$ cat config.mk
export PLATFORM = sky130hd
export DESIGN_NAME = tpwg_circle
export DESIGN_NICKNAME = d
export VERILOG_FILES = /design/src/tpwg_pkg.sv /design/src/tpwg_circle.sv
export SDC_FILE = /design/constraint.sdc
export NUM_CORES = 2
export LEC_CHECK = 0
export BUFFER_PORTS_ARGS = -buffer_cell sky130_fd_sc_hd__buf_2
export CAP_MARGIN = 20
export CORE_ASPECT_RATIO = 1.5
export CORE_MARGIN = 2
export CORE_UTILIZATION = 52
export CTS_BUF_LIST = sky130_fd_sc_hd__clkbuf_8 sky130_fd_sc_hd__clkbuf_16
export DETAILED_ROUTE_END_ITERATION = 8
export PLACE_DENSITY = 0.78
export SLEW_MARGIN = 0
export SYNTH_ARGS = -nofsm -noshare
export SYNTH_HDL_FRONTEND = slang
export SYNTH_SLANG_ARGS = --single-unit
export TNS_END_PERCENT = 50
$ cat constraint.sdc
create_clock -name clk_i -period 15.3 [get_ports clk_i]
set_input_delay 0.765 -clock clk_i [delete_from_list [all_inputs] [get_ports clk_i]]
set_output_delay 0.765 -clock clk_i [all_outputs]
set_load 0.01 [all_outputs]
$ cat src/tpwg_pkg.sv
// package for the tracked point window gate
// holds op and outcome codes and the register indexes; no dependencies
`default_nettype none
package tpwg_pkg;
  localparam int unsigned OpW = 2;
  localparam logic [1:0] OP_CAND  = 2'd0;
  localparam logic [1:0] OP_TRACK = 2'd1;
  localparam logic [1:0] OP_CLOSE = 2'd2;
  localparam logic [1:0] OP_SPARE = 2'd3;

  localparam logic [2:0] OUT_INSERTED = 3'd0;
  localparam logic [2:0] OUT_INSIDE   = 3'd1;
  localparam logic [2:0] OUT_FULL     = 3'd2;
  localparam logic [2:0] OUT_KEPT     = 3'd3;
  localparam logic [2:0] OUT_DROPPED  = 3'd4;
  localparam logic [2:0] OUT_CLOSED   = 3'd5;

  localparam logic [2:0] REG_MIN_RADIUS   = 3'd0;
  localparam logic [2:0] REG_MAX_RADIUS   = 3'd1;
  localparam logic [2:0] REG_MAX_POINTS   = 3'd2;
  localparam logic [2:0] REG_FRAME_WIDTH  = 3'd3;
  localparam logic [2:0] REG_FRAME_HEIGHT = 3'd4;

  localparam int unsigned PosW = 17;
  localparam int unsigned LenW = 16;
  localparam int unsigned CntW = 10;
  localparam int unsigned CfgW = 13;
endpackage
`default_nettype wire

$ cat src/tpwg_circle.sv
// window test of one stored entry against a candidate, two register stages
// depends on tpwg_pkg
`default_nettype none
module tpwg_circle #(
  parameter int unsigned FracBits = 4
) (
  input  wire logic                        clk_i,
  input  wire logic [tpwg_pkg::PosW-1:0]   ent_x_i,
  input  wire logic [tpwg_pkg::PosW-1:0]   ent_y_i,
  input  wire logic [tpwg_pkg::LenW-1:0]   ent_len_i,
  input  wire logic [tpwg_pkg::PosW-1:0]   cand_x_i,
  input  wire logic [tpwg_pkg::PosW-1:0]   cand_y_i,
  input  wire logic [7:0]                  min_radius_i,
  input  wire logic [7:0]                  max_radius_i,
  output logic                             covers_o
);
  localparam int unsigned DW = tpwg_pkg::PosW + 1;
  localparam int unsigned RW = 8 + FracBits;

  logic signed [DW-1:0] dx, dy;
  logic [7:0]           rad;
  logic [DW-1:0]        adx_q, ady_q;
  logic [RW-1:0]        rs_q;
  logic [2*DW-1:0]      sq_x, sq_y;
  logic [2*DW:0]        dist_sq;
  logic [2*RW-1:0]      rsq;

  // difference and radius clamp
  always_comb begin
    dx = DW'($signed(ent_x_i)) - DW'($signed(cand_x_i));
    dy = DW'($signed(ent_y_i)) - DW'($signed(cand_y_i));
    if (ent_len_i > {8'd0, max_radius_i}) begin
      rad = max_radius_i;
    end else if (ent_len_i < {8'd0, min_radius_i}) begin
      rad = min_radius_i;
    end else begin
      rad = ent_len_i[7:0];
    end
  end

  always_ff @(posedge clk_i) begin
    adx_q <= dx[DW-1] ? DW'(-dx) : DW'(dx);
    ady_q <= dy[DW-1] ? DW'(-dy) : DW'(dy);
    rs_q  <= RW'(rad) << FracBits;
  end

  // squares and compare
  always_comb begin
    sq_x    = adx_q * adx_q;
    sq_y    = ady_q * ady_q;
    dist_sq = {1'b0, sq_x} + {1'b0, sq_y};
    rsq     = rs_q * rs_q;
  end

  always_ff @(posedge clk_i) begin
    covers_o <= dist_sq <= (2*DW+1)'(rsq);
  end
endmodule
`default_nettype wire

==> Flow_metrics.wiki <==
{| class="wikitable"
! Metric !! Value
|-
| Routed vias/inst || 5.34
|-
| Worst-case clock skew || 0.00247 ns
|-
| Antenna viol nets, final || 0
|-
| CP most frequent cell || sky130_fd_sc_hd__fa_1
|-
| Routed wirelength normalized by instance count || 16.9 µm
|-
| Post-placement worst setup slack || 5.79 ns
|-
| Final-stage net count || 3659
|-
| Buffers on Ports || 101
|-
| Setup violations, final || 0
|-
| Fraction of registers with async set/reset || 0%
|-
| Fraction of post-synthesis cell area in the top cell type by area || 44.0%
|-
| Path type of the worst min-delay path || in -> reg
|-
| Number of warnings printed during yosys synthesis || 0
|-
| Count of buffers added by post-CTS timing repair for setup || 0
|-
| Count of placed standard cells in the final layout, fillers left out || 3338
|-
| Number of flops mapped to enable cells by yosys || 0
|-
| Fmax achieved || 105 MHz
|-
| Number of buffers inserted by hold repair at cts || 0
|-
| Mean instance size in the synthesized netlist || 8.90 µm²
|-
| Root Buffer || sky130_fd_sc_hd__clkbuf_16
|-
| Post-Synthesis Cell Area || 24100 µm²
|-
| Horizontal die dimension || 180 µm
|-
| Setup repair after global routing missed its margin || no
|-
| Clock Latency Late Sink || 0.31 ns
|-
| Most instantiated cells after synthesis || sky130_fd_sc_hd__inv_1 (784), sky130_fd_sc_hd__fa_1 (530), sky130_fd_sc_hd__ha_1 (279), sky130_fd_sc_hd__nand2_1 (222), sky130_fd_sc_hd__and2_1 (159)
|-
| Violation count after the first detailed-route iteration || 806
|-
| # Max-Cap Violations || 0
|-
| Leading area contributor after synthesis || sky130_fd_sc_hd__fa_1
|-
| Clock tree from TritonCTS || done
|-
| I/O pin count || 102
|-
| Crit share post-route || 62.5%
|-
| First-pass GRT wire length || 94500 µm
|-
| Library cells used by synthesis || 74
|-
| Post-CTS clock slew at the launch and capture registers of the worst setup and hold paths || 0.07 ns
|-
| Die area || 48100 µm²
|-
| Vias in the first global route || 20.2k
|-
| Remaining routing DRC violations || 0
|-
| Worst hold-check slack || 0.720 ns
|-
| Slew at the pin closest to its max-slew limit || 1.06 ns
|-
| Cell with the most instances after synthesis || sky130_fd_sc_hd__inv_1
|-
| Maximum buffer depth of the clock tree || 2
|-
| Pin count of the biggest net entering global routing || 21
|-
| Global-route usage over all layers || 24.5%
|-
| Final setup slack of the worst path || 5.74 ns
|-
| Core region area || 45800 µm²
|-
| Cell at the slowest stage of the critical path || sky130_fd_sc_hd__dfxtp_1
|-
| Post-CTS resize count || 0
|-
| Commonest register cell after synthesis || sky130_fd_sc_hd__dfxtp_1
|-
| First drt pass iteration count || 5
|-
| Post-Syn Instances || 2709
|-
| Reg area || 901 µm²
|-
| Initial Utilization || 52.7%
|-
| Share of synthesized area occupied by flip-flops and latches || 3.74%
|-
| Layout cell share with drive strength beyond 1 || 4.69%
|-
| Number of antenna violations at the first check in global routing || 0
|-
| Run status || complete, no violations
|-
| Final Routed Wirelength || 56300 µm
|-
| CTS H-Tree Depth || 2
|-
| Num CTS Buffers || 5
|-
| Post-synthesis register bit count || 45
|-
| Endpoint type of the worst setup path || flip-flop
|-
| Cell row count || 96
|-
| CP Data Required Time || 15.52 ns
|-
| Placed Cells incl. Taps || 3329
|-
| Category of the worst setup path launch point || flip-flop
|-
| Max-slew headroom || 29.1%
|-
| Endpoint arrival time on the critical path || 9.77 ns
|-
| R2R setup slack || 5.74 ns
|-
| Crit path largest cell delay || 0.69 ns
|-
| Area added between synthesis and finish || 4.80%
|-
| Vias || 17.8k
|-
| Global placement routability congestion || 0.949
|-
| Die H || 268 µm
|-
| Start-to-end type of the worst setup path || reg -> reg
|-
| Number of endpoints with negative hold slack in the final report || 0
|-
| Residual overflow from global routing || 0
|-
| Multi-input logic area || 20000 µm²
|-
| Min cycle time layout || 9.56 ns
|-
| Cell types with the largest area share after synthesis || sky130_fd_sc_hd__fa_1 (44%), sky130_fd_sc_hd__ha_1 (14%), sky130_fd_sc_hd__inv_1 (12%)
|-
| Final setup TNS || 0 ns
|-
| Half-perimeter wire length after detailed placement || 50000 µm
|-
| Max Slew Vio Count || 0
|-
| Count of clock tree sinks || 45
|-
| Antenna diode count || 0
|-
| # fillers || 3979
|-
| Largest driver fanout on the critical path || 16
|}
-- placed cells by master (no fill, tap or decap), types with 6 or more instances in the layout --
cell type                  netlist  layout
sky130_fd_sc_hd__fa_1          530     530
sky130_fd_sc_hd__and2_1        159     159
sky130_fd_sc_hd__nand2_1       222     222
sky130_fd_sc_hd__ha_1          279     279
sky130_fd_sc_hd__o21ai_1        11      11
sky130_fd_sc_hd__nor4_1          9       9
sky130_fd_sc_hd__o21a_1          6       6
sky130_fd_sc_hd__a21oi_1        82      82
sky130_fd_sc_hd__a211oi_1        9       9
sky130_fd_sc_hd__o21ai_0        37      37
sky130_fd_sc_hd__nor2b_1        20      20
sky130_fd_sc_hd__mux2i_1        13      13
sky130_fd_sc_hd__nor3_1         17      17
sky130_fd_sc_hd__o211ai_1       10      10
sky130_fd_sc_hd__nand3_1        23      23
sky130_fd_sc_hd__inv_1         784     785
sky130_fd_sc_hd__a21o_1         30      30
sky130_fd_sc_hd__nor2_1        106     106
sky130_fd_sc_hd__nand4_1         9       9
sky130_fd_sc_hd__xnor2_1        69      69
sky130_fd_sc_hd__a31oi_1        14      14
sky130_fd_sc_hd__buf_2           7     101
sky130_fd_sc_hd__dfxtp_1        45      45
sky130_fd_sc_hd__xor2_1         48      48
sky130_fd_sc_hd__nand2b_1       13      13
sky130_fd_sc_hd__and3_1          7       7
-- final timing paths --
kind / start / end / cells past startpoint
max: adx_q[4] / covers_o / 31
min: max_radius_i[7] / rs_q[11] / 3
max reg2reg: adx_q[4] / covers_o / 31
min reg2reg: rs_q[11] / covers_o / 7
-- final cells by class --
class                      count  area share, %
clock buffer                   5          0.495
multi-input combinational   1809           79.1
inverter                     784           11.7
clock inverter                 3          0.168
tap                          588           2.91
timing repair buffer         104           2.09
sequential                    45           3.57
-- state kept, by name, indices dropped and copies added, names as in the netlist --
signal    flops
rs_q          8
adx_q        18
ady_q        18
covers_o      1
-- kinds of logic after synthesis --
family	after synthesis	share of synthesized area [%]
other cells	2	0.0312
compound gates	246	6.65
simple gates	616	12.7
mux	18	0.773
buf+inv	856	13.4
fa+ha+maj	809	58.5
flops	45	3.74
xor+xnor	117	4.25
-- worst max-delay path, delay by kind of cell, from the launching register on --
kind | cells | cell delay (ns)
AO/OA/AOI/OAI | 5 | 1.56
XOR/XNOR | 1 | 0.17
flip-flops | 1 | 0.69
buffers and inverters | 5 | 0.43
adder cells (fa/ha/maj) | 10 | 4.70
AND/OR/NAND/NOR | 10 | 1.92
-- metal layers --
layer | routed length (µm) | global-route usage, % | part of all wire [%]
met1 | 18700 | 24.5 | 33
met2 | 31700 | 48.2 | 56
met3 | 1730 | 1.50 | 3.1
met4 | 4160 | 16.3 | 7.4
met5 | 0 | 0 | 0
-- stage by stage --
stage	instance area (µm²)	util, %
floorplan	24100	-
global route	25300	55.2
detailed placement	25100	54.8
global placement	25100	54.8
CTS	25300	55.2
finish	25300	55.2
Power is not shown: default switching activity piles up to over one toggle a cycle in this logic, so the estimate is an artifact.
