===== src/tpwg_ram.sv =====
// generic simple dual port synchronous ram with registered read
// no dependencies
`default_nettype none
module tpwg_ram #(
  parameter int unsigned Width = 8,
  parameter int unsigned Depth = 16
) (
  input  wire logic                     clk_i,
  input  wire logic                     we_i,
  input  wire logic [$clog2(Depth)-1:0] waddr_i,
  input  wire logic [Width-1:0]         wdata_i,
  input  wire logic [$clog2(Depth)-1:0] raddr_i,
  output logic      [Width-1:0]         rdata_o
);
  logic [Width-1:0] mem_q [Depth];

  // write port and registered read port
  always_ff @(posedge clk_i) begin
    if (we_i) begin
      mem_q[waddr_i] <= wdata_i;
    end
    rdata_o <= mem_q[raddr_i];
  end
endmodule
`default_nettype wire


===== config.mk =====
export PLATFORM = sky130hd
export DESIGN_NAME = tpwg_ram
export DESIGN_NICKNAME = d
export VERILOG_FILES = /design/src/tpwg_ram.sv
export SDC_FILE = /design/constraint.sdc
export NUM_CORES = 1
export LEC_CHECK = 0
export BUFFER_PORTS_ARGS = -buffer_cell sky130_fd_sc_hd__buf_2
export CAP_MARGIN = 10
export CORE_ASPECT_RATIO = 1.75
export CORE_MARGIN = 8
export CORE_UTILIZATION = 51
export DETAILED_ROUTE_END_ITERATION = 12
export GPL_ROUTABILITY_DRIVEN = 0
export GPL_TIMING_DRIVEN = 0
export PLACE_DENSITY = 0.69
export RECOVER_POWER = 25
export SLEW_MARGIN = 20
export SYNTH_ARGS = -nofsm -noshare
export SYNTH_HDL_FRONTEND = slang
export SYNTH_SLANG_ARGS = --single-unit

===== constraint.sdc =====
create_clock -name clk_i -period 5.62 [get_ports clk_i]
set_input_delay 1.124 -clock clk_i [delete_from_list [all_inputs] [get_ports clk_i]]
set_output_delay 1.124 -clock clk_i [all_outputs]
set_load 0.02 [all_outputs]

==> results.tsv, run 1 <==
metric	value	unit
Inserted Clock Buffers	17	
grt ovf	0	
first-pass GRT wire length	14900	um
CTS max path bufs	2	
Post-Synthesis Cells	229	
Syn-to-layout area delta	16.7	%
RR Startpoint	mem_q[2][3]	
latest clock arrival within the worst-skew pair	0.42	ns
final hold vios	0	
post-layout util	61.0	%
core area	9850	sq um
reg-to-reg critical path endpoint	rdata_o[3]	
ratio of cells with drive above 1 in the final layout	29.1	%
post-synth top area cell	edfxtp_1	
commonest cells in the synthesized netlist	edfxtp_1, mux4_2, a22oi_1	
IO Count	26	
CP max-delay cell	nor2_1	
placement row count	48	
post-synthesis adder-cell area fraction	0	%
CTS tree	done	
HP Class	reg2reg	
H-tree depth	4	
R2R cell count	3	
PwrDens	383	nW/um^2
DP Worst Slack	2.82	ns
cells along the critical path	buf_2 > or3b_2 > nor2_1	
DIE WIDTH	91.9	um
Post-synth EDFFs	128	
max_slew headroom	41.8	%
Detailed Route WL	9820	um
post-DR wirelength/cell	23.9	um
Syn Nets	247	
top_reg_cell synth	edfxtp_1	
actual transition at the worst max-transition pin	0.870	ns
Crit Path Class	in2reg	
Critical Path Start Type	input pin	
final total power	2.30	mW
status	completed	
final cell count without fillers	410	
post-synthesis mux area share	15.0	%
FMAX	0.422	GHz
Setup Skew	0.0150	ns
initial antenna violation count	0	
CTS clk-pin slew, worst paths	0.06	ns
Worst Setup End Kind	register	
synthesized area	5150	sq um
R2R setup slack	4.19	ns
Final Critical Period	2.37	ns
Inst Count DP	378	
setup_tns	0	ns
max cap viols	0	
detailed placement HPWL	6500	um
vias in the first global route	2507	
Post-CTS Setup Bufs	0	
CP max stage delay	0.64	ns
synthesized area per cell	22.5	sq um
hold depth	3	
Final Hold Slack	0.680	ns
leakage	1.98	nW
Port Buffers	24	
Synth Area in Compound Gates	2.33	%
top cell type's share of synthesized area	74.7	%
DRT Pass-1 Iters	4	
hold buffer count at CTS	0	
1st-iter DRT viols	192	
nets	290	
Post-Synth XOR/XNOR Area	0	%
Starting Density	52.3	%
DRC viols	0	
Tcrit/Tclk final	42.2	%
DIE AREA	13700	sq um
main combinational cell family by area after synthesis	multiplexers	
Final setup viols	0	
ant diodes	0	
Final Worst Setup Slack	3.25	ns
Die Height	149	um
Filler Cells Inserted	714	
VDD IR max	0.000292	V
crit path max fanout	8	
Final Max Tran Viols	0	
min-delay src	mem_q[14][4]	
Synth Register Bits	136	
main area contributors after synthesis	edfxtp_1, mux4_2, mux4_1	
count leader, synth	edfxtp_1	
RSZ-0062 raised after global routing	no	
sequential area share after synthesis	77.8	%
WP data arrival	2.41	ns
Final ANT Viol Nets	0	
Root Driver	clkbuf_16	
largest net degree at the start of global routing	17	
Yosys warnings	0	
Crit path required time	5.66	ns
post-cts resize count	0	
Placed Area	5440	sq um
Sink Count	136	
Post-Synth Simple-Gate Area	3.18	%
CP top delay family	simple AND/OR/NAND/NOR gates	
DR vias/cell	5.75	
Worst Path Buf+Inv	1	
final instance area	6000	sq um
via count	2358	
share of synthesized registers carrying an async set or reset	0	%
gr usage total	15.6	%
Synth cell types	19	
Hold Path End	rdata_o[4]	
==> layout make-up <==
class | count | area, sq um | area share (%)
timing repair buffer | 24 | 113 | 1.88
sequential | 136 | 4000 | 66.7
multi-input combinational | 83 | 1080 | 17.9
clock inverter | 15 | 143 | 2.38
tap | 125 | 156 | 2.60
clock buffer | 17 | 425 | 7.08
buffer | 10 | 86.3 | 1.44
==> cell usage in the layout (no fill, tap or decap), types with 2 or more instances in the layout <==
cell type        count
nand2_1              9
clkbuf_16           17
nand3b_1             2
a22oi_1             16
dfxtp_1              8
clkinvlp_4           8
edfxtp_1           128
buf_6                3
inv_6                6
mux4_2              18
buf_2               21
nor3_2               4
mux4_1              14
nand2b_1             2
nor2_1              13
clkdlybuf4s25_2      3
clkbuf_1             6
==> how the worst max path moves through the flow <==
stage,from,endpoint,slack (ns),cells after the start
2_1_floorplan,waddr_i[2],mem_q[0][0],3.00,2
3_5_place_dp,waddr_i[2],mem_q[2][3],2.82,3
4_1_cts,waddr_i[2],mem_q[2][6],3.26,3
6_report,waddr_i[2],mem_q[2][4],3.25,3
5_1_grt,waddr_i[2],mem_q[2][6],3.18,3
3_3_place_gp,waddr_i[2],mem_q[0][3],2.40,3
==> metal layers <==
metal / routed length [um] / vias to the layer above / global-route usage, %
met5: 0 / - / 0
met4: 119 / 0 / 8.84
met3: 602 / 4 / 4.64
met2: 5480 / 80 / 25.6
met1: 3610 / 1214 / 17.8
li1: - / 1060 / -
==> worst register-to-register path: cells and delay by family, from the launching register on <==
family	cells	cell delay (ns)
multiplexers	1	0.55
flip-flops	1	0.36
AO/OA/AOI/OAI	1	0.31
AND/OR/NAND/NOR	1	0.08
==> where the power goes <==
part	total (mW)	internal, mW	switching, mW
registers	1.14	1.13	0.00511
logic	0.114	0.0446	0.0698
clock network	1.05	0.615	0.432
==> flip-flops by register name, indices dropped and copies added, names as in the netlist <==
register and flops:
mem_q 128, rdata_o 8
==> logic make-up (layout without fill, tap and decap cells) <==
group	Yosys count	count (layout)
multiplexers	32	32
buffers and inverters	10	66
AND/OR/NAND/NOR	35	35
flip-flops	136	136
AO/OA/AOI/OAI	16	16
Power figures use the tool's default switching activity.
==> inputs of run 2 (changes only) <==
--- a/config.mk
+++ b/config.mk
@@ -13,7 +13,7 @@
 export DETAILED_ROUTE_END_ITERATION = 12
 export GPL_ROUTABILITY_DRIVEN = 0
 export GPL_TIMING_DRIVEN = 0
-export PLACE_DENSITY = 0.69
+export PLACE_DENSITY = 0.72
 export RECOVER_POWER = 25
 export SLEW_MARGIN = 20
 export SYNTH_ARGS = -nofsm -noshare
==> constraint.sdc (replaced) <==
create_clock -name clk_i -period 2.1 [get_ports clk_i]
set_input_delay 0.42 -clock clk_i [delete_from_list [all_inputs] [get_ports clk_i]]
set_output_delay 0.42 -clock clk_i [all_outputs]
set_load 0.02 [all_outputs]
==> results.tsv, run 2 (same netlist as run 1, synthesis figures left out) <==
metric	value	unit	change
Setup Skew	0.00626	ns	-0.00877 ns
via count	2369		+0.47%
first-pass GRT wire length	15000	um	+0.93%
Comb power frac	5.1	%	about the same
nets	290		unchanged
RR Startpoint	mem_q[0][3]		
post-cts resize count	0		unchanged
CTS clk-pin slew, worst paths	0.06	ns	about the same
placement row count	48		unchanged
IO Count	26		unchanged
Hold Path End	mem_q[8][1]		
Regs by FF count	mem_q x128, rdata_o x8		
actual transition at the worst max-transition pin	0.812	ns	-0.0581 ns
Crit path required time	2.13	ns	-3.53 ns
Cell Int Power	4.87	mW	+170%
1st-iter DRT viols	199		+3.6%
Syn-to-layout area delta	16.2	%	
max cap viols	0		unchanged
DRT Pass-1 Iters	4		unchanged
CTS tree	done		
clock share of power	44.7	%	-0.8 points
detailed placement HPWL	6560	um	+0.81%
DIE WIDTH	91.9	um	unchanged
crit path max fanout	8		unchanged
Starting Density	52.3	%	unchanged
ratio of cells with drive above 1 in the final layout	26.8	%	-2.4 points
most frequent cells in the layout	edfxtp_1, buf_2, mux4_2		
post-DR wirelength/cell	24.0	um	+0.18%
DRC viols	0		unchanged
DIE AREA	13700	sq um	unchanged
Final setup viols	0		unchanged
leakage	1.99	nW	+0.52%
Inserted Clock Buffers	17		unchanged
HP Class	in2reg		
min-delay src	wdata_i[1]		
Port Buffers	24		unchanged
Final Max Tran Viols	0		unchanged
DR vias/cell	5.79		+0.71%
CP top delay family	simple AND/OR/NAND/NOR gates		
max FFs per register	128		unchanged
cells along the critical path	buf_2 > or3b_2 > nor2_1		
grt ovf	0		unchanged
initial antenna violation count	0		unchanged
ant diodes	0		unchanged
FMAX	0.602	GHz	
PwrDens	1020	nW/um^2	+170%
latest clock arrival within the worst-skew pair	0.41	ns	about the same
R2R setup slack	0.67	ns	-3.52 ns
hold buffer count at CTS	0		unchanged
core area	9850	sq um	unchanged
switch share	19.9	%	-2.1 points
vias in the first global route	2532		+1.0%
largest net degree at the start of global routing	17		unchanged
CP max stage delay	0.63	ns	about the same
CTS max path bufs	2		unchanged
Crit Path Class	in2reg		
reg-to-reg critical path endpoint	rdata_o[3]		
most common cell after layout, fill and taps aside	edfxtp_1		
Detailed Route WL	9810	um	about the same
Final ANT Viol Nets	0		unchanged
RSZ-0062 raised after global routing	no		
H-tree depth	4		unchanged
Root Driver	clkbuf_16		
final instance area	5980	sq um	-0.42%
final total power	6.08	mW	+160%
Seq pwr share	50.2	%	+0.7 points
largest reg by FF count	mem_q		
final hold vios	0		unchanged
Worst Setup End Kind	register		
Placed Area	5440	sq um	unchanged
status	completed		
post-layout util	60.7	%	-0.25 points
Worst Path Buf+Inv	1		unchanged
R2R cell count	3		unchanged
Tcrit/Tclk final	79.1	%	
gr usage total	15.6	%	-0.032 points
max_slew headroom	45.9	%	+4.1 points
Final Critical Period	1.66	ns	
WP data arrival	1.69	ns	-0.72 ns
Die Height	149	um	unchanged
CP max-delay cell	nor2_1		
Critical Path Start Type	input pin		
VDD IR max	0.000645	V	+120%
Net Sw Power	1.21	mW	+140%
Post-CTS Setup Bufs	0		unchanged
hold depth	1		-2
Sink Count	136		unchanged
-- run 2: changes by cell type in the layout (fill, tap and decap cells not counted) --
cell,before,now
clkinvlp_4,8,2
clkinv_1,0,4
bufinv_16,1,2
inv_6,6,0
clkinv_2,0,4
clkbuf_1,6,8
-- run 2: through the flow --
step	setup WS, ns	TNS (ns)	std cells	hold WS [ns]
global route	0.371	0	409	0.433
global placement	-0.342	-4.23	378	0.661
finish	0.438	0	409	0.437
floorplan	0.187	0	229	0.519
CTS	0.429	0	409	0.397
detailed placement	-0.0198	-0.212	378	0.665
-- run 2: area by class of cell --
class / count / area [sq um]
Buffer: 10 / 86.3
Clock buffer: 19 / 433
Clock inverter: 12 / 110
Fill cell: 716 / 3870
Multi-Input combinational cell: 83 / 1080
Sequential cell: 136 / 4000
Tap cell: 125 / 156
Timing Repair Buffer: 24 / 113
-- run 2: power by group through the flow --
stage,Sequential [mW],Clock (mW),Combinational [mW]
6_report,3.05,2.72,0.308
2_1_floorplan,3.13,0,0.154
3_3_place_gp,3.10,0,0.303
4_1_cts,3.05,2.76,0.315
5_1_grt,3.06,2.88,0.328
3_5_place_dp,3.11,0,0.313
-- run 2: worst max-delay path by stage --
stage	startpoint	endpoint	slack [ns]	cells after the start
2_1_floorplan	waddr_i[2]	mem_q[0][0]	0.19	2
5_1_grt	waddr_i[2]	mem_q[1][6]	0.37	3
4_1_cts	waddr_i[2]	mem_q[2][6]	0.43	3
6_report	waddr_i[2]	mem_q[2][1]	0.44	3
3_5_place_dp	waddr_i[2]	mem_q[1][3]	-0.02	3
3_3_place_gp	waddr_i[2]	mem_q[0][2]	-0.34	3
-- run 2: per-layer routing --
metal  share of wire (%)  GRT usage [%]  vias up
li1                    -              -     1059
met1                  38           17.2     1206
met2                  55           26.7       92
met3                 5.9           5.09       12
met4                 1.8           6.73        0
met5                   0              0        -
